$ cat src/rtl/core/ple_pkg.sv
// ----------------------------------------------------------------------------
// ple_pkg
// Shared types, codes and helpers for the positional list engine.
// ----------------------------------------------------------------------------
package ple_pkg;

    localparam int VAL_W  = 32;
    localparam int POS_W  = 7;
    localparam int OP_W   = 2;
    localparam int STAT_W = 2;
    localparam int LEN_W  = 7;
    localparam int WAIT_W = 3;
    localparam int FANIN  = 8;

    localparam logic [OP_W-1:0] OP_READ   = 2'd0;
    localparam logic [OP_W-1:0] OP_INSERT = 2'd1;
    localparam logic [OP_W-1:0] OP_DELETE = 2'd2;
    localparam logic [OP_W-1:0] OP_CLEAR  = 2'd3;

    localparam logic [STAT_W-1:0] ST_OK   = 2'd0;
    localparam logic [STAT_W-1:0] ST_POS  = 2'd1;
    localparam logic [STAT_W-1:0] ST_FULL = 2'd2;

    // Control broadcast from the sequencer to every cell of the row.
    typedef struct packed {
        logic             go;     // an item is accepted this cycle
        logic             ins;    // open a slot at pos0, later entries move back
        logic             del;    // close the slot at pos0, later entries move forward
        logic             tap;    // the cell at pos0 drives its value into the read tree
        logic [POS_W-1:0] pos0;   // zero-based position
        logic [VAL_W-1:0] value;  // value to insert
    } t_cell_ctl;

    // Levels of the eight-way read-out tree for n leaves (n from 2 to 4096).
    function automatic int tree_levels(input int n);
        int lv;
        int span;
        lv   = 1;
        span = FANIN;
        while (span < n) begin
            lv   = lv + 1;
            span = span * FANIN;
        end
        return lv;
    endfunction

endpackage

$ cat src/rtl/core/ple_cell.sv
// ----------------------------------------------------------------------------
// ple_cell
// One list slot: holds an entry, takes a neighbor's entry on insert or delete.
// ----------------------------------------------------------------------------
module ple_cell #(
    parameter int IDX = 0
) (
    input  logic                          i_clk,
    input  ple_pkg::t_cell_ctl            i_ctl,
    input  logic [ple_pkg::VAL_W-1:0]     i_left,
    input  logic [ple_pkg::VAL_W-1:0]     i_right,
    output logic [ple_pkg::VAL_W-1:0]     o_value,
    output logic [ple_pkg::VAL_W-1:0]     o_tap
);
    import ple_pkg::*;

    logic [VAL_W-1:0] r_value;
    logic [VAL_W-1:0] r_tap;
    logic             w_eq;
    logic             w_gt;

    assign w_eq = (IDX == int'(i_ctl.pos0));
    assign w_gt = (IDX >  int'(i_ctl.pos0));

    always_ff @(posedge i_clk) begin
        if (i_ctl.go) begin
            if (i_ctl.ins && w_eq) begin
                r_value <= i_ctl.value;
            end else if (i_ctl.ins && w_gt) begin
                r_value <= i_left;
            end else if (i_ctl.del && (w_eq || w_gt)) begin
                r_value <= i_right;
            end
            // The tap samples the entry before any move, so delete returns it.
            r_tap <= (i_ctl.tap && w_eq) ? r_value : '0;
        end
    end

    assign o_value = r_value;
    assign o_tap   = r_tap;

endmodule

$ cat config.mk
export PLATFORM = sky130hd
export DESIGN_NAME = ple_cell
export DESIGN_NICKNAME = d
export VERILOG_FILES = /design/src/rtl/core/ple_pkg.sv /design/src/rtl/core/ple_cell.sv
export SDC_FILE = /design/constraint.sdc
export NUM_CORES = 1
export LEC_CHECK = 0
export ABC_AREA = 1
export BUFFER_PORTS_ARGS = -buffer_cell sky130_fd_sc_hd__buf_2
export CAP_MARGIN = 30
export CELL_PAD_IN_SITES_DETAIL_PLACEMENT = 1
export CELL_PAD_IN_SITES_GLOBAL_PLACEMENT = 1
export CORE_ASPECT_RATIO = 1.4
export CORE_MARGIN = 10
export CORE_UTILIZATION = 33
export CTS_CLUSTER_DIAMETER = 40
export DETAILED_ROUTE_END_ITERATION = 16
export PLACE_DENSITY = 0.78
export REMOVE_ABC_BUFFERS = 1
export SLEW_MARGIN = 10
export SYNTH_ARGS = -nofsm -noshare
export SYNTH_HDL_FRONTEND = slang
export SYNTH_SLANG_ARGS = --single-unit
export TNS_END_PERCENT = 20
$ cat constraint.sdc
create_clock -name i_clk -period 4.8 [get_ports i_clk]
set_input_delay 0.96 -clock i_clk [delete_from_list [all_inputs] [get_ports i_clk]]
set_output_delay 0.96 -clock i_clk [all_outputs]
set_load 0.01 [all_outputs]
# [Word-level counts from Yosys, hierarchy flattened]
# Index checks and enable logic that the tools add are counted.
[word_totals] register_bits=64 latch_bits=0 ram_bits=0 rom_bits=0 out_inout_bits=64 elab_cells=10 n_memories=0
[op_classes] addsub=0 multipliers=0 div=0 magnitude_cmp=0 n_eq_ne=0 n_shift=0 n_mux=2 bitwise_logic=0 reduce_logical=6
[ops] op="32-bit 2-to-1 mux" count=2
[ops] op="7-bit zero test" count=1
[ops] op="1-bit logical AND" count=3
[ops] op="2-bit AND reduction" count=1
[ops] op="2-bit nonzero test" count=1

# [Depth between registers and ports, before layout]
[logic_depth] ltp_word=4 ltp_mapped=7 depth_no_buf=6

# [Worst setup path after synthesis]
# Ideal clock, no wire load.
[synth_timing] path_kind="input to register" startpoint="input port i_ctl[41] in the netlist's numbering" endpoint="register r_value[0] (netlist: o_value[0]) (enable)" setup_ns=0.461 arrival_time_ns=3.464 path_slack_ns=0.875 stages=3 path_cell_list="clkbuf_1 -> o21ai_0 -> nor3_1"
[synth_between] elab_chain_cells=3
[synth_rtl] element="from (decl)" line="ple_cell.sv:9" source="input ple_pkg::t_cell_ctl i_ctl,"
[synth_rtl] element="1-bit logical AND" line="ple_cell.sv:27" source="if (i_ctl.ins && w_eq) begin"
[synth_rtl] element="2-bit nonzero test (no line)"
[synth_rtl] element="2-bit AND reduction (no line)"
[synth_rtl] element="to (signal assigned)" line="ple_cell.sv:28" source="r_value <= i_ctl.value;"
[synth_rtl] element="to (signal assigned)" line="ple_cell.sv:30" source="r_value <= i_left;"
[synth_rtl] element="to (signal assigned)" line="ple_cell.sv:32" source="r_value <= i_right;"
[synth_rtl] element="to (decl)" line="ple_cell.sv:17" source="logic [VAL_W-1:0] r_value;"
# Every way passes these cells.
# A chain may end at the register's enable or synchronous reset.

# [Worst setup path after layout]
[layout_timing] startpoint="input port i_ctl[41] in the netlist's numbering" endpoint="register r_value[12] (netlist: o_value[12]) (data pin)"
[layout_between] elab_chain_cells=2
[layout_rtl] element="1-bit logical AND" line="ple_cell.sv:27"
[layout_rtl] element="32-bit 2-to-1 mux" line="ple_cell.sv:27"
# Every way passes these cells.

==> results.tsv <==
metric	value	unit
die_x	101	µm
ys_ff_latch	64	
clock-sinks	64	
drive_gt1_share	47.6	%
worst_clock_skew	0.00567	ns
crit_arrival	2.49	ns
synth_top_area_cell	edfxtp_1	
dpl-instance-area	3780	µm²
dieArea	13500	µm²
p_sw	0.262	mW
fin_area	4060	µm²
worstPathCellList	buf_2 -> buf_4 -> nand3_1 -> buf_4 -> nand2_1 -> nand2_1	
hold_buffers	0	
port_buffers	139	
final-setup-viol-count	0	
cts-buffers-inserted	9	
setup_slack	2.39	ns
final_util	45.2	%
end_kind	flop	
hold_slack	0.578	ns
num_rows	41	
p_per_area	324	nW/µm²
grt_pass1_wl	13.7	mm
cts_tree	built	
synthesis.area	3040	µm²
seqPwrFrac	47.5	%
clockBufferDepth	2	
hp-class	reg2reg	
hold_viol	0	
antenna_left	0	
synth_area_leaders	edfxtp_1 63%, nor2_4 11%, nand2_1 8.3%, nand3_1 5.4%, inv_1 4.7%	
grt_pass1_vias	2600	
slowest_stage	nand3_1	
grt_usage	13.2	%
r2r_setup_slack	3.98	ns
nets	506	
wl_per_cell	17.2	µm
num_vias	2295	
post_cts_resized	0	
ys_types	17	
place_congestion	0.778	
firstDrtPassIters	5	
slowest_delay	0.53	ns
post-dp-hpwl	6.74	mm
p_leak	1.95	nW
drc	0	
relSlewSlack	46.7	%
synth_warnings	0	
critical_path_class	in2reg	
cts-root-buf	clkbuf_16	
start_kind	input port	
tightest_slew	0.799	ns
dpl_worst_slack	1.97	ns
required	4.88	ns
worstHoldPathCells	2	
cap_viol_max_count	0	
fin_tns_setup	0	ns
timing.final.max_slew_violations	0	
fin_crit_sh	50.1	%
core-area	8980	µm²
switching_share	19.9	%
synthToLayoutAreaGrowth	33.7	%
die_h	134	µm
grt.overflow.total	0	
max_clock_freq	0.416	GHz
worst-path-buf-inv	3	
rsz0062_at_grt	false	
rr_worst_depth	2	
share_comb_of_total_power	5.8	%
yosysTopAreaCellShare	63.3	%
clk-insertion-delay-late	0.33	ns
grt_max_degree	35	
ios	172	
power_frac_clock	46.7	%
viasPerCell	4.49	
p_int	1.05	mW
synth_cells	257	
path_clk_slew	0.05	ns
avgSynthCellArea	11.8	µm²
worst-path-stages	6	
critPathTopFamily	buffers and inverters	
critical_path.max_fanout	34	
antenna_found_initial	2	
drtIter0Drc	55	
cts_max_level	3	
status	completed	
ir_drop	0.000213	V
period_minus_slack	2.41	ns
cts_setup_buffers	0	
start_util	33.8	%
yosysSeqAreaShare	63.3	%
drt-total-wl	8.79	mm
[worst reg2reg max path: stages (launching register included)]
cell and delay [ns]:
edfxtp_1 0.40, inv_1 0.12, nor2_4 0.05
[registers in the layout, summed over array words and instances, names as in the netlist]
register,flops
o_tap,32
o_value,32
[Yosys cell counts]
library cell,instances
inv_1,38
nand2_1,67
o21ai_0,1
buf_6,3
edfxtp_1,64
buf_2,3
nand2_2,1
buf_12,3
nor3_1,1
nand2_8,1
nand3_1,33
nor2_2,2
clkbuf_1,4
nor2_4,30
nor2_8,1
nand3_2,1
nor2_1,4
[routing by layer]
layer	vias to the layer above	track usage, %	wire length [µm]	share of wire, %
li1	1114	-	-	-
met1	1075	12.3	2930	33
met2	82	23.3	4910	56
met3	22	5.38	683	7.8
met4	2	7.84	256	2.9
met5	-	0	12	0.14
[layout by cell type (no fill, tap or decap)]
cell type,instances
clkinv_1,2
buf_4,4
nor2_1,4
nor2_8,1
nor3_2,1
inv_1,38
o21ai_0,1
nand3_2,1
clkbuf_16,9
nand2_8,1
edfxtp_1,64
clkinv_2,2
nand2_2,1
nor2_4,30
nand2_1,67
nor2_2,2
bufinv_16,1
clkbuf_1,2
buf_2,139
nand3_1,33
diode_2,1
[per-stage QoR]
step                      power (mW)  instances
after floorplan                0.658        244
after global placement         0.710        494
after detailed placement       0.714        494
after CTS                       1.34        510
after global routing            1.37        511
final                           1.32        511
[worst paths after layout]
path / startpoint / endpoint
max reg2reg: o_value[14]$_DFFE_PP_ / o_tap[14]$_SDFFCE_PN0P_
min: o_value[0]$_DFFE_PP_ / o_tap[0]$_SDFFCE_PN0P_
max: i_ctl[41] / o_value[12]$_DFFE_PP_
min reg2reg: o_value[0]$_DFFE_PP_ / o_tap[0]$_SDFFCE_PN0P_
[cell families after synthesis]
logic type,Yosys count,synth area share (%)
simple gates,141,27.8
flops,64,63.3
buf+inv,51,8.78
compound gates,1,0.165
[power groups by stage]
stage	Sequential (mW)	Combinational [mW]	Clock [mW]
after floorplan	0.641	0.0172	0
after global placement	0.636	0.0743	0
after detailed placement	0.636	0.0782	0
after CTS	0.625	0.0785	0.633
after global routing	0.625	0.0865	0.658
final	0.625	0.0768	0.614
[final cells by class]
cell class,count,area (µm²)
tap,107,134
clock buffer,11,233
sequential,64,1920
fill,1036,4920
clock inverter,5,47.5
antenna,1,2.50
multi-input combinational,142,853
inverter,38,143
timing repair buffer,143,726
(Power assumes the default switching activity.)
